--- src/rtl/smsenc_pkg.sv ---
`default_nettype none

package smsenc_pkg;

  // Counter width default
  localparam int COUNT_BITS_DEF = 16;

  // Status codes
  localparam logic [1:0] ST_OK          = 2'd0;
  localparam logic [1:0] ST_BAD_UTF8    = 2'd1;
  localparam logic [1:0] ST_UNSUPPORTED = 2'd2;
  localparam logic [1:0] ST_NO_SPACE    = 2'd3;

  // Mode codes
  localparam logic [1:0] MODE_GSM7 = 2'd0;
  localparam logic [1:0] MODE_UCS2 = 2'd1;
  localparam logic [1:0] MODE_RAW  = 2'd2;
  localparam logic [1:0] MODE_NONE = 2'd3;

  // Register indexes
  localparam int          CFG_IDX_W   = 1;
  localparam logic [0:0]  REG_MODE    = 1'd0;
  localparam logic [0:0]  REG_MAX_OUT = 1'd1;
  localparam logic [15:0] MAX_OUT_RST = 16'd140;

  // Item kinds
  localparam logic KIND_TEXT = 1'b0;
  localparam logic KIND_END  = 1'b1;

  // Constraint on the first continuation byte
  localparam logic [2:0] LC_NONE = 3'd0;
  localparam logic [2:0] LC_E0   = 3'd1;
  localparam logic [2:0] LC_ED   = 3'd2;
  localparam logic [2:0] LC_F0   = 3'd3;
  localparam logic [2:0] LC_F4   = 3'd4;

  localparam logic [6:0]  GSM_ESC   = 7'h1B;
  localparam logic [20:0] SUPP_BASE = 21'h10000;

  // Basic table: position is the septet; slot 27 is the escape and never matches
  localparam logic [20:0] GSM_BASIC [32] = '{
    21'h00040, 21'h000A3, 21'h00024, 21'h000A5, 21'h000E8, 21'h000E9, 21'h000F9, 21'h000EC,
    21'h000F2, 21'h000C7, 21'h0000A, 21'h000D8, 21'h000F8, 21'h0000D, 21'h000C5, 21'h000E5,
    21'h00394, 21'h0005F, 21'h003A6, 21'h00393, 21'h0039B, 21'h003A9, 21'h003A0, 21'h003A8,
    21'h003A3, 21'h00398, 21'h0039E, 21'h1FFFFF, 21'h000C6, 21'h000E6, 21'h000DF, 21'h000C9
  };

  typedef struct packed {
    logic       hit;
    logic       ext;
    logic [6:0] sep;
  } gsm_hit_t;

  typedef struct packed {
    logic [14:0] acc;
    logic [3:0]  held;
    logic        emit;
    logic [7:0]  data;
  } pack_t;

  // Results caused by one item: bytes first, then an optional summary
  typedef struct packed {
    logic [2:0]      nb;
    logic            has_sum;
    logic [1:0]      st;
    logic [15:0]     units;
    logic [3:0][7:0] data;
  } bundle_t;

  // Code point to GSM septet; ext marks an escape-prefixed character
  function automatic gsm_hit_t gsm_map(input logic [20:0] cp);
    gsm_hit_t r;
    r     = '0;
    r.hit = 1'b1;
    r.ext = 1'b1;
    case (cp)
      21'h0000C: r.sep = 7'h0A;
      21'h0005E: r.sep = 7'h14;
      21'h0007B: r.sep = 7'h28;
      21'h0007D: r.sep = 7'h29;
      21'h0005C: r.sep = 7'h2F;
      21'h0005B: r.sep = 7'h3C;
      21'h0007E: r.sep = 7'h3D;
      21'h0005D: r.sep = 7'h3E;
      21'h0007C: r.sep = 7'h40;
      21'h020AC: r.sep = 7'h65;
      default: begin
        r.ext = 1'b0;
        r.hit = 1'b0;
        for (int i = 0; i < 32; i++) begin
          if (GSM_BASIC[i] == cp) begin
            r.hit = 1'b1;
            r.sep = 7'(i);
          end
        end
        // other printable ASCII up to 0x7A maps to itself, backquote excepted
        if (!r.hit && cp >= 21'h20 && cp <= 21'h7A && cp != 21'h60) begin
          r.hit = 1'b1;
          r.sep = cp[6:0];
        end
        if (!r.hit) begin
          r.hit = 1'b1;
          case (cp)
            21'h000A4: r.sep = 7'h24;
            21'h000A1: r.sep = 7'h40;
            21'h000BF: r.sep = 7'h60;
            21'h000C4: r.sep = 7'h5B;
            21'h000D6: r.sep = 7'h5C;
            21'h000D1: r.sep = 7'h5D;
            21'h000DC: r.sep = 7'h5E;
            21'h000A7: r.sep = 7'h5F;
            21'h000E4: r.sep = 7'h7B;
            21'h000F6: r.sep = 7'h7C;
            21'h000F1: r.sep = 7'h7D;
            21'h000FC: r.sep = 7'h7E;
            21'h000E0: r.sep = 7'h7F;
            default:   r.hit = 1'b0;
          endcase
        end
      end
    endcase
    return r;
  endfunction

  // Add one septet LSB first; at most one byte falls out (held stays below 8)
  function automatic pack_t pack_septet(input logic [14:0] acc, input logic [3:0] held,
                                        input logic [6:0] sep);
    pack_t       r;
    logic [14:0] v;
    logic [3:0]  h;
    v      = acc | ({8'b0, sep} << held);
    h      = held + 4'd7;
    r.emit = h[3];
    r.data = v[7:0];
    r.acc  = h[3] ? {8'b0, v[14:8]} : v;
    r.held = h[3] ? (h - 4'd8) : h;
    return r;
  endfunction

endpackage

`default_nettype wire

--- src/rtl/sms_user_data_text_encoder_top.sv ---
`default_nettype none

// Channel  | handshake                  | payload
// ---------+----------------------------+------------------------------------------
// input    | in_valid / in_stall        | kind, in_byte
// output   | out_valid / out_stall      | out_byte, byte_valid, done_res, status,
//          |                            | unit_count
// config   | cfg_valid / cfg_ready      | cfg_index, cfg_data
//
// One input item per cycle while in_stall is low: validation and encoding are one registered pass.
// An item yields up to four results, queued as one bundle in a two-entry queue
// and sent one per cycle unless out_stall is high; the next item may enter while they drain.
// in_stall is high only while the queue is full; an out_stall holds the current result.
// Synchronous reset clears the stream state and the queue; mode 0, capacity 140.
// cfg_ready is always high.
module sms_user_data_text_encoder_top #(
  parameter int COUNT_BITS = smsenc_pkg::COUNT_BITS_DEF
) (
  input  wire                               clk,
  input  wire                               rst,
  // input channel
  input  wire                               in_valid,
  output logic                              in_stall,
  input  wire                               kind,
  input  wire  [7:0]                        in_byte,
  // output channel
  output logic                              out_valid,
  input  wire                               out_stall,
  output logic [7:0]                        out_byte,
  output logic                              byte_valid,
  output logic                              done_res,
  output logic [1:0]                        status,
  output logic [15:0]                       unit_count,
  // configuration
  input  wire                               cfg_valid,
  output logic                              cfg_ready,
  input  wire  [smsenc_pkg::CFG_IDX_W-1:0]  cfg_index,
  input  wire  [15:0]                       cfg_data
);

  localparam int CW = COUNT_BITS;

  // Registers
  logic [1:0]  mode;
  logic [15:0] max_out;
  logic [20:0] partial;
  logic [1:0]  pending;
  logic [2:0]  lclass;
  logic [14:0] acc;
  logic [3:0]  held;
  logic [CW-1:0] units_done;
  logic [15:0] emitted;
  logic [1:0]  err;

  logic [20:0] partial_next;
  logic [1:0]  pending_next;
  logic [2:0]  lclass_next;
  logic [14:0] acc_next;
  logic [3:0]  held_next;
  logic [CW-1:0] units_next;
  logic [15:0] emitted_next;
  logic [1:0]  err_next;

  // Result queue
  smsenc_pkg::bundle_t bq [2];
  logic        wp;
  logic        rp;
  logic [1:0]  qcnt;
  logic [1:0]  sub;

  // Handshakes
  logic in_acc;
  logic out_acc;
  logic push;
  logic pop_b;
  logic is_text;
  logic is_end;

  // Validator
  logic        active;
  logic        checking;
  logic        v_fail;
  logic        v_cp_done;
  logic [20:0] v_cp;
  logic [20:0] v_pcp;
  logic [1:0]  v_pend;
  logic [2:0]  v_lc;

  // Encoder
  smsenc_pkg::gsm_hit_t gsm;
  smsenc_pkg::pack_t    p0;
  smsenc_pkg::pack_t    p1;
  logic [19:0]     sv;
  logic [20:0]     sv_full;
  logic [3:0][7:0] c_byte;
  logic [2:0]      c_n;
  logic [2:0]      ne;
  logic [3:0]      fits;
  logic [1:0]      e_st;
  logic [15:0]     units16;
  smsenc_pkg::bundle_t bnd;

  // Output side
  smsenc_pkg::bundle_t head;
  logic [2:0]      total;
  logic            is_sum;
  logic            last;

  function automatic logic [CW-1:0] add_units(input logic [CW-1:0] u, input logic [2:0] n);
    logic [CW:0] s;
    s = {1'b0, u} + (CW+1)'(n);
    return s[CW] ? {CW{1'b1}} : s[CW-1:0];
  endfunction

  assign in_stall  = (qcnt == 2'd2);
  assign cfg_ready = 1'b1;
  assign in_acc    = in_valid && !in_stall;
  assign is_text   = in_acc && (kind == smsenc_pkg::KIND_TEXT);
  assign is_end    = in_acc && (kind == smsenc_pkg::KIND_END);
  assign active    = (err == smsenc_pkg::ST_OK);
  assign checking  = (err == smsenc_pkg::ST_NO_SPACE) && (mode == smsenc_pkg::MODE_RAW);

  // Room check for the next four output bytes
  always_comb begin
    for (int k = 0; k < 4; k++) begin
      fits[k] = (({1'b0, emitted} + 17'(k)) < {1'b0, max_out});
    end
  end

  // Summary count, clipped to 16 bits
  always_comb begin
    if (({16'b0, units_done}) > (CW+16)'(16'hFFFF)) begin
      units16 = 16'hFFFF;
    end else begin
      units16 = 16'(units_done);
    end
  end

  // UTF-8 validator step
  always_comb begin
    v_fail    = 1'b0;
    v_cp_done = 1'b0;
    v_cp      = '0;
    v_pcp     = partial;
    v_pend    = pending;
    v_lc      = lclass;
    if (pending == 2'd0) begin
      if (in_byte != 8'h00 && !in_byte[7]) begin
        v_cp_done = 1'b1;
        v_cp      = {13'b0, in_byte};
      end else begin
        v_lc = smsenc_pkg::LC_NONE;
        if (in_byte >= 8'hC2 && in_byte <= 8'hDF) begin
          v_pend = 2'd1;
          v_pcp  = {16'b0, in_byte[4:0]};
        end else if (in_byte[7:4] == 4'hE) begin
          v_pend = 2'd2;
          v_pcp  = {17'b0, in_byte[3:0]};
          if (in_byte == 8'hE0) begin
            v_lc = smsenc_pkg::LC_E0;
          end else if (in_byte == 8'hED) begin
            v_lc = smsenc_pkg::LC_ED;
          end
        end else if (in_byte >= 8'hF0 && in_byte <= 8'hF4) begin
          v_pend = 2'd3;
          v_pcp  = {18'b0, in_byte[2:0]};
          if (in_byte == 8'hF0) begin
            v_lc = smsenc_pkg::LC_F0;
          end else if (in_byte == 8'hF4) begin
            v_lc = smsenc_pkg::LC_F4;
          end
        end else begin
          v_fail = 1'b1;
        end
      end
    end else begin
      // continuation byte; first one may be range-limited by the lead byte
      if (in_byte[7:6] != 2'b10 ||
          (lclass == smsenc_pkg::LC_E0 && in_byte <  8'hA0) ||
          (lclass == smsenc_pkg::LC_ED && in_byte >= 8'hA0) ||
          (lclass == smsenc_pkg::LC_F0 && in_byte <  8'h90) ||
          (lclass == smsenc_pkg::LC_F4 && in_byte >  8'h8F)) begin
        v_fail = 1'b1;
      end else begin
        v_lc   = smsenc_pkg::LC_NONE;
        v_pcp  = {partial[14:0], in_byte[5:0]};
        v_pend = pending - 2'd1;
        if (v_pend == 2'd0) begin
          v_cp_done = 1'b1;
          v_cp      = v_pcp;
          v_pcp     = '0;
        end
      end
    end
    if (v_fail) begin
      v_pend = 2'd0;
      v_lc   = smsenc_pkg::LC_NONE;
      v_pcp  = '0;
    end
  end

  // GSM7 mapping and septet packing
  assign gsm = smsenc_pkg::gsm_map(v_cp);
  assign p0  = smsenc_pkg::pack_septet(acc, held, gsm.ext ? smsenc_pkg::GSM_ESC : gsm.sep);
  assign p1  = smsenc_pkg::pack_septet(p0.acc, p0.held, gsm.sep);

  // Surrogate offset for UCS2
  assign sv_full = v_cp - smsenc_pkg::SUPP_BASE;
  assign sv      = sv_full[19:0];

  // Candidate bytes per mode
  always_comb begin
    c_byte = '0;
    c_n    = 3'd0;
    case (mode)
      smsenc_pkg::MODE_GSM7: begin
        c_byte[0] = p0.emit ? p0.data : p1.data;
        c_byte[1] = p1.data;
        c_n       = {2'b0, p0.emit} + {2'b0, gsm.ext & p1.emit};
      end
      smsenc_pkg::MODE_UCS2: begin
        if (v_cp[20:16] == 5'd0) begin
          c_byte[0] = v_cp[15:8];
          c_byte[1] = v_cp[7:0];
          c_n       = 3'd2;
        end else begin
          c_byte[0] = {6'b110110, sv[19:18]};
          c_byte[1] = sv[17:10];
          c_byte[2] = {6'b110111, sv[9:8]};
          c_byte[3] = sv[7:0];
          c_n       = 3'd4;
        end
      end
      default: begin
        // raw: re-encode the code point, which gives back the input bytes
        if (v_cp < 21'h80) begin
          c_byte[0] = v_cp[7:0];
          c_n       = 3'd1;
        end else if (v_cp < 21'h800) begin
          c_byte[0] = {3'b110, v_cp[10:6]};
          c_byte[1] = {2'b10, v_cp[5:0]};
          c_n       = 3'd2;
        end else if (v_cp < 21'h10000) begin
          c_byte[0] = {4'b1110, v_cp[15:12]};
          c_byte[1] = {2'b10, v_cp[11:6]};
          c_byte[2] = {2'b10, v_cp[5:0]};
          c_n       = 3'd3;
        end else begin
          c_byte[0] = {5'b11110, v_cp[20:18]};
          c_byte[1] = {2'b10, v_cp[17:12]};
          c_byte[2] = {2'b10, v_cp[11:6]};
          c_byte[3] = {2'b10, v_cp[5:0]};
          c_n       = 3'd4;
        end
      end
    endcase
  end

  // Bytes that fit; UCS2 goes by whole 16-bit units
  always_comb begin
    ne = 3'd0;
    if (mode == smsenc_pkg::MODE_UCS2) begin
      if (c_n == 3'd4 && fits[3]) begin
        ne = 3'd4;
      end else if (fits[1]) begin
        ne = 3'd2;
      end
    end else begin
      for (int k = 0; k < 4; k++) begin
        if (3'(k) < c_n && fits[k]) begin
          ne = 3'(k + 1);
        end
      end
    end
  end

  // Next state and result bundle
  always_comb begin
    partial_next = partial;
    pending_next = pending;
    lclass_next  = lclass;
    acc_next     = acc;
    held_next    = held;
    units_next   = units_done;
    emitted_next = emitted;
    err_next     = err;
    bnd          = '0;
    e_st         = err;
    if (is_text) begin
      if (mode == smsenc_pkg::MODE_NONE) begin
        if (active) begin
          err_next = smsenc_pkg::ST_UNSUPPORTED;
        end
      end else if (active || checking) begin
        partial_next = v_pcp;
        pending_next = v_pend;
        lclass_next  = v_lc;
        if (v_fail) begin
          err_next = smsenc_pkg::ST_BAD_UTF8;
        end else if (v_cp_done && active) begin
          if (mode == smsenc_pkg::MODE_GSM7 && !gsm.hit) begin
            err_next = smsenc_pkg::ST_UNSUPPORTED;
          end else begin
            bnd.nb       = ne;
            bnd.data     = c_byte;
            emitted_next = emitted + {13'b0, ne};
            if (ne != c_n) begin
              err_next = smsenc_pkg::ST_NO_SPACE;
            end
            if (mode == smsenc_pkg::MODE_GSM7) begin
              acc_next   = gsm.ext ? p1.acc : p0.acc;
              held_next  = gsm.ext ? p1.held : p0.held;
              units_next = add_units(units_done, gsm.ext ? 3'd2 : 3'd1);
            end else begin
              units_next = add_units(units_done, ne);
            end
          end
        end
      end
    end else if (is_end) begin
      if (mode == smsenc_pkg::MODE_NONE && e_st == smsenc_pkg::ST_OK) begin
        e_st = smsenc_pkg::ST_UNSUPPORTED;
      end
      // truncated sequence
      if (pending != 2'd0 && (e_st == smsenc_pkg::ST_OK ||
          (e_st == smsenc_pkg::ST_NO_SPACE && mode == smsenc_pkg::MODE_RAW))) begin
        e_st = smsenc_pkg::ST_BAD_UTF8;
      end
      // flush the partial GSM7 byte
      if (e_st == smsenc_pkg::ST_OK && mode == smsenc_pkg::MODE_GSM7 && held != 4'd0) begin
        if (fits[0]) begin
          bnd.nb      = 3'd1;
          bnd.data[0] = acc[7:0];
        end else begin
          e_st = smsenc_pkg::ST_NO_SPACE;
        end
      end
      bnd.has_sum  = 1'b1;
      bnd.st       = e_st;
      bnd.units    = (e_st == smsenc_pkg::ST_OK) ? units16 : 16'd0;
      partial_next = '0;
      pending_next = 2'd0;
      lclass_next  = smsenc_pkg::LC_NONE;
      acc_next     = '0;
      held_next    = 4'd0;
      units_next   = '0;
      emitted_next = 16'd0;
      err_next     = smsenc_pkg::ST_OK;
    end
  end

  assign push = in_acc && (bnd.nb != 3'd0 || bnd.has_sum);

  // Output selection from the head bundle
  assign head       = bq[rp];
  assign total      = head.nb + {2'b0, head.has_sum};
  assign is_sum     = head.has_sum && ({1'b0, sub} == head.nb);
  assign last       = (({1'b0, sub} + 3'd1) == total);
  assign out_valid  = (qcnt != 2'd0);
  assign out_acc    = out_valid && !out_stall;
  assign pop_b      = out_acc && last;
  assign out_byte   = is_sum ? 8'h00 : head.data[sub];
  assign byte_valid = !is_sum;
  assign done_res   = is_sum;
  assign status     = is_sum ? head.st : smsenc_pkg::ST_OK;
  assign unit_count = is_sum ? head.units : 16'd0;

  // Control and stream state
  always_ff @(posedge clk) begin
    if (rst) begin
      mode       <= smsenc_pkg::MODE_GSM7;
      max_out    <= smsenc_pkg::MAX_OUT_RST;
      partial    <= '0;
      pending    <= 2'd0;
      lclass     <= smsenc_pkg::LC_NONE;
      acc        <= '0;
      held       <= 4'd0;
      units_done <= '0;
      emitted    <= 16'd0;
      err        <= smsenc_pkg::ST_OK;
      wp         <= 1'b0;
      rp         <= 1'b0;
      qcnt       <= 2'd0;
      sub        <= 2'd0;
    end else begin
      if (cfg_valid && cfg_ready) begin
        unique case (cfg_index)
          smsenc_pkg::REG_MODE:    mode    <= cfg_data[1:0];
          smsenc_pkg::REG_MAX_OUT: max_out <= cfg_data;
        endcase
      end
      if (in_acc) begin
        partial    <= partial_next;
        pending    <= pending_next;
        lclass     <= lclass_next;
        acc        <= acc_next;
        held       <= held_next;
        units_done <= units_next;
        emitted    <= emitted_next;
        err        <= err_next;
      end
      if (push) begin
        wp <= ~wp;
      end
      if (out_acc) begin
        if (last) begin
          sub <= 2'd0;
          rp  <= ~rp;
        end else begin
          sub <= sub + 2'd1;
        end
      end
      qcnt <= qcnt + {1'b0, push} - {1'b0, pop_b};
    end
  end

  // Bundle storage
  always_ff @(posedge clk) begin
    if (push) begin
      bq[wp] <= bnd;
    end
  end

  // Checks
  a_no_push_full: assert property (@(posedge clk) disable iff (rst)
    push |-> (qcnt != 2'd2))
    else $error("bundle pushed into full queue");

  a_byte_clean: assert property (@(posedge clk) disable iff (rst)
    (out_valid && byte_valid) |-> (!done_res && status == smsenc_pkg::ST_OK &&
                                   unit_count == 16'd0))
    else $error("byte result carries summary fields");

  a_err_sticky: assert property (@(posedge clk) disable iff (rst)
    (err != smsenc_pkg::ST_OK && !is_end) |=> (err != smsenc_pkg::ST_OK))
    else $error("error cleared before end of message");

  a_end_clears: assert property (@(posedge clk) disable iff (rst)
    is_end |=> (err == smsenc_pkg::ST_OK && pending == 2'd0 && held == 4'd0))
    else $error("stream state not cleared after end item");

  a_bad_sum_zero: assert property (@(posedge clk) disable iff (rst)
    (out_valid && done_res && status != smsenc_pkg::ST_OK) |-> (unit_count == 16'd0))
    else $error("failed summary reports a unit count");

endmodule

`default_nettype wire
--- config.mk ---
export PLATFORM = sky130hd
export DESIGN_NAME = sms_user_data_text_encoder_top
export DESIGN_NICKNAME = d
export VERILOG_FILES = /design/src/rtl/smsenc_pkg.sv /design/src/rtl/sms_user_data_text_encoder_top.sv
export SDC_FILE = /design/constraint.sdc
export NUM_CORES = 1
export LEC_CHECK = 0
export BUFFER_PORTS_ARGS = -buffer_cell sky130_fd_sc_hd__clkbuf_2
export CAP_MARGIN = 20
export CELL_PAD_IN_SITES_DETAIL_PLACEMENT = 1
export CELL_PAD_IN_SITES_GLOBAL_PLACEMENT = 1
export CORE_ASPECT_RATIO = 0.6
export CORE_MARGIN = 5
export CORE_UTILIZATION = 48
export CTS_CLUSTER_DIAMETER = 150
export DETAILED_ROUTE_END_ITERATION = 10
export GPL_TIMING_DRIVEN = 0
export HOLD_SLACK_MARGIN = 0.02
export PLACE_DENSITY = 0.83
export SLEW_MARGIN = 20
export SYNTH_ARGS = -nofsm -noshare
export SYNTH_HDL_FRONTEND = slang
export SYNTH_SLANG_ARGS = --single-unit
export TNS_END_PERCENT = 1
--- constraint.sdc ---
create_clock -name clk -period 9.3 [get_ports clk]
set_input_delay 0.465 -clock clk [delete_from_list [all_inputs] [get_ports clk]]
set_output_delay 0.465 -clock clk [all_outputs]
set_load 0.01 [all_outputs]
==> metrics.md <==
| Metric | Value |
|---|---|
| Post-Synthesis Cells | 1,810 |
| Worst skew pair latency | 0.56 ns |
| Die width | 240 um |
| CP max-delay cell | a311oi_1 |
| Maximum buffer depth of the clock tree | 3 |
| Hold-fix buffers at CTS | 0 |
| Synth top area share | 0.213 |
| Min-delay src | cfg_data[8] |
| Most frequent cell after synthesis | nor2_1 |
| Setup tns final | 0 ns |
| CP Capture Type | flop |
| Overall Power | 2.32 mW |
| P_int | 1.60 mW |
| Final HPWL DP | 49.3 mm |
| First drt pass iteration count | 7 |
| Max IR drop VDD | 0.000133 V |
| Total GRT Usage | 0.353 |
| Final hold viol count | 0 |
| Fmax | 111 MHz |
| Initial antenna violation count | 2 |
| Pleak | 6.26 nW |
| Final core occ | 0.540 |
| WHS Endpoint | max_out[8]$_SDFFE_PP0P_ |
| Routed Antenna Nets | 0 |
| Worst hold slack | 0.133 ns |
| Top FF cell, synth | edfxtp_1 |
| Dpl ws | -1.10 ns |
| IO Port Bufs | 57 |
| GR Overflow Total | 0 |
| Number of global-route vias before repair | 16,000 |
| Top post-synthesis cells by count | nor2_1, nand2_1, a21oi_1 |
| EDFF count, synth | 108 |
| Syn_nets | 1,928 |
| Slew Limit Fails | 0 |
| DR vias | 15,800 |
| Sequential share of power | 0.430 |
| P_sw | 0.719 mW |
| Drt initial violations | 1,881 |
| ANT cells | 0 |
| CP Class | reg -> reg |
| Initial Utilization | 0.487 |
| Via-to-Cell Ratio | 6.79 |
| Crit path top cell by count | clkbuf_2 |
| Core area | 0.0312 mm^2 |
| Max Cap Violations | 0 |
| Unrepaired setup endpoints after global routing | no |
| Average size of a mapped cell | 8.40 um^2 |
| Clock Pin Slew Worst Setup and Hold Paths | 0.06 ns |
| Worst Hold Path Cells | 3 |
| Maximum fanout along the worst path | 11 |
| DRT Wirelength | 64.3 mm |
| Switching fraction of total power | 0.310 |
| Share of cells above drive strength 1 | 0.0910 |
| Min-Delay Path Class | in -> reg |
| Fin cells | 2,329 |
| WL/cell | 27.6 um |
| Layout area overhead | 11.0% |
| First-pass GRT wire length | 97.8 mm |
| Rel. slew slack | 0.228 |
| I/O pin count | 62 |
| CTS Sinks | 205 |
| Logic pwr share | 0.191 |
| Flops & latches, synth | 205 |
| Register-to-Register Path Depth | 37 |
| Power Density | 137 mW/mm^2 |
| Site Rows | 50 |
| Cell class contributing the biggest share of worst-path delay | compound AO/OA/AOI/OAI gates |
| Req. time, crit path | 9.78 ns |
| Die ar. | 0.0354 mm^2 |
| Nets@finish | 2,015 |
| Worst Tran Pin Value | 1.15 ns |
| Post-synthesis instance area | 0.0152 mm^2 |
| CP arrival | 9.46 ns |
| Largest net degree at the start of global routing | 27 |
| Placed insts | 2,289 |
| WP buf/inv | 9 |
| Reg2reg setup slack | 0.32 ns |
| Setup slack after layout | 0.323 ns |
| Finished layout cell area | 0.0169 mm^2 |
| Clk pwr share | 0.379 |
| Critical Path Start Type | flop |
| Netlist cell types | 95 |
| Outcome | finished clean |
| Synth area leaders | edfxtp_1, dfxtp_1, ha_1 |
| Syn. warnings | 0 |
| Die Span Y | 148 um |
| Final setup fails | 0 |
| GPL Wtd Cong | 1.02 |
| Area leader, netlist | edfxtp_1 |
| Crit path largest cell delay | 0.49 ns |
| Tcrit/Tclk final | 0.965 |
| Asr flop ratio synth | 0 |
| Clock skew | 0.0330 ns |
| DRC | 0 |
| H-tree depth | 1 |
| Placement Cell Area | 0.0161 mm^2 |
| End of the worst register-to-register path | units16[13]$_SDFFE_PP0P_ |
| Clock root buffer | clkbuf_16 |
| Post-route minimum period | 8.98 ns |
| Seq/Total Area, Yosys | 0.341 |
| R2R Path Start | pending[1]$_SDFFE_PP0P_ |
| CTS Buf Count | 22 |
| CTS tree | built |
[layout make-up]
type / instances / area [um^2]
Clock buffer: 29 / 597
Fill cell: 3782 / 14400
Multi-Input combinational cell: 1426 / 9350
Buffer: 121 / 500
Sequential cell: 205 / 5180
Clock inverter: 11 / 101
Tap cell: 416 / 520
Inverter: 58 / 218
Timing Repair Buffer: 63 / 397
[flip-flops by register name (all words and copies together) (netlist names), 2 cells and up, named ones only]
register  count
qcnt          2
acc          15
partial      15
max_out      16
held          3
sub           2
mode          2
err           2
lclass        3
pending       2
bq          108
units16      16
emitted      16
[routing by layer]
| layer | share of wire | track usage | vias up |
|---|---|---|---|
| met2 | 0.43 | 0.536 | 906 |
| met3 | 0.11 | 0.0833 | 138 |
| met4 | 0.022 | 0.0778 | 4 |
| met1 | 0.44 | 0.513 | 7868 |
| met5 | 0.00030 | 0 | - |
| li1 | - | - | 6901 |
[worst max-delay path by stage]
stage / startpoint / end / slack [ns] / cells past startpoint
after floorplan: in_byte[5] / bq[0][0]$_DFFE_PP_ / 1.15 / 28
after global placement: in_byte[5] / bq[0][7]$_DFFE_PP_ / -2.79 / 29
after detailed placement: in_byte[5] / units16[11]$_SDFFE_PP0P_ / -1.10 / 38
after CTS: pending[1]$_SDFFE_PP0P_ / units16[13]$_SDFFE_PP0P_ / 0.06 / 37
after global routing: pending[1]$_SDFFE_PP0P_ / units16[13]$_SDFFE_PP0P_ / 0.07 / 37
final: pending[1]$_SDFFE_PP0P_ / units16[13]$_SDFFE_PP0P_ / 0.32 / 37
[cell usage in the layout (no fill, tap or decap), types with 17 or more instances in the layout]
master,Yosys,layout
nand2_1,182,182
xor2_1,27,27
clkbuf_1,84,87
nor2_1,208,205
a21oi_1,133,133
clkbuf_2,0,61
nand4_1,23,23
o21ai_0,88,87
ha_1,84,84
and3_1,17,17
nand3_1,53,53
buf_1,21,20
and2_1,38,38
a21o_1,27,27
o211ai_1,20,20
nor4_1,22,21
a31oi_1,27,27
inv_1,54,53
mux4_2,17,17
nand2b_1,19,19
a22oi_1,27,27
nor3_1,56,54
xnor2_1,44,44
clkbuf_16,0,22
mux2i_1,36,36
edfxtp_1,108,108
a211oi_1,19,19
dfxtp_1,97,97
[cell families after synthesis]
group | after synthesis | share of synthesized area
other cells | 1 | 0.000247
xor+xnor | 71 | 0.0409
mux | 58 | 0.0526
buf+inv | 179 | 0.0469
compound gates | 517 | 0.227
flops | 205 | 0.341
fa+ha+maj | 87 | 0.0731
simple gates | 692 | 0.218
[worst reg2reg max path, delay by kind of cell (launching register included)]
kind	cells	cell delay [ns]
fa+ha+maj	3	0.82
compound gates	13	2.88
flops	1	0.29
buf+inv	9	2.30
simple gates	12	2.60
[timing repair]
action	4_1_cts	5_1_grt
endpoints found under the setup margin	22	23
gates resized for setup	4	9
setup buffers	0	0
[power groups by stage]
stage	Sequential, mW	Combinational, mW	Clock (mW)
2_1_floorplan	1.01	0.262	0
3_3_place_gp	1.02	0.398	0
3_5_place_dp	1.02	0.421	0
4_1_cts	0.997	0.428	0.874
5_1_grt	0.999	0.467	0.924
6_report	0.997	0.443	0.878
Note: power is estimated with default switching activity, not from simulation.
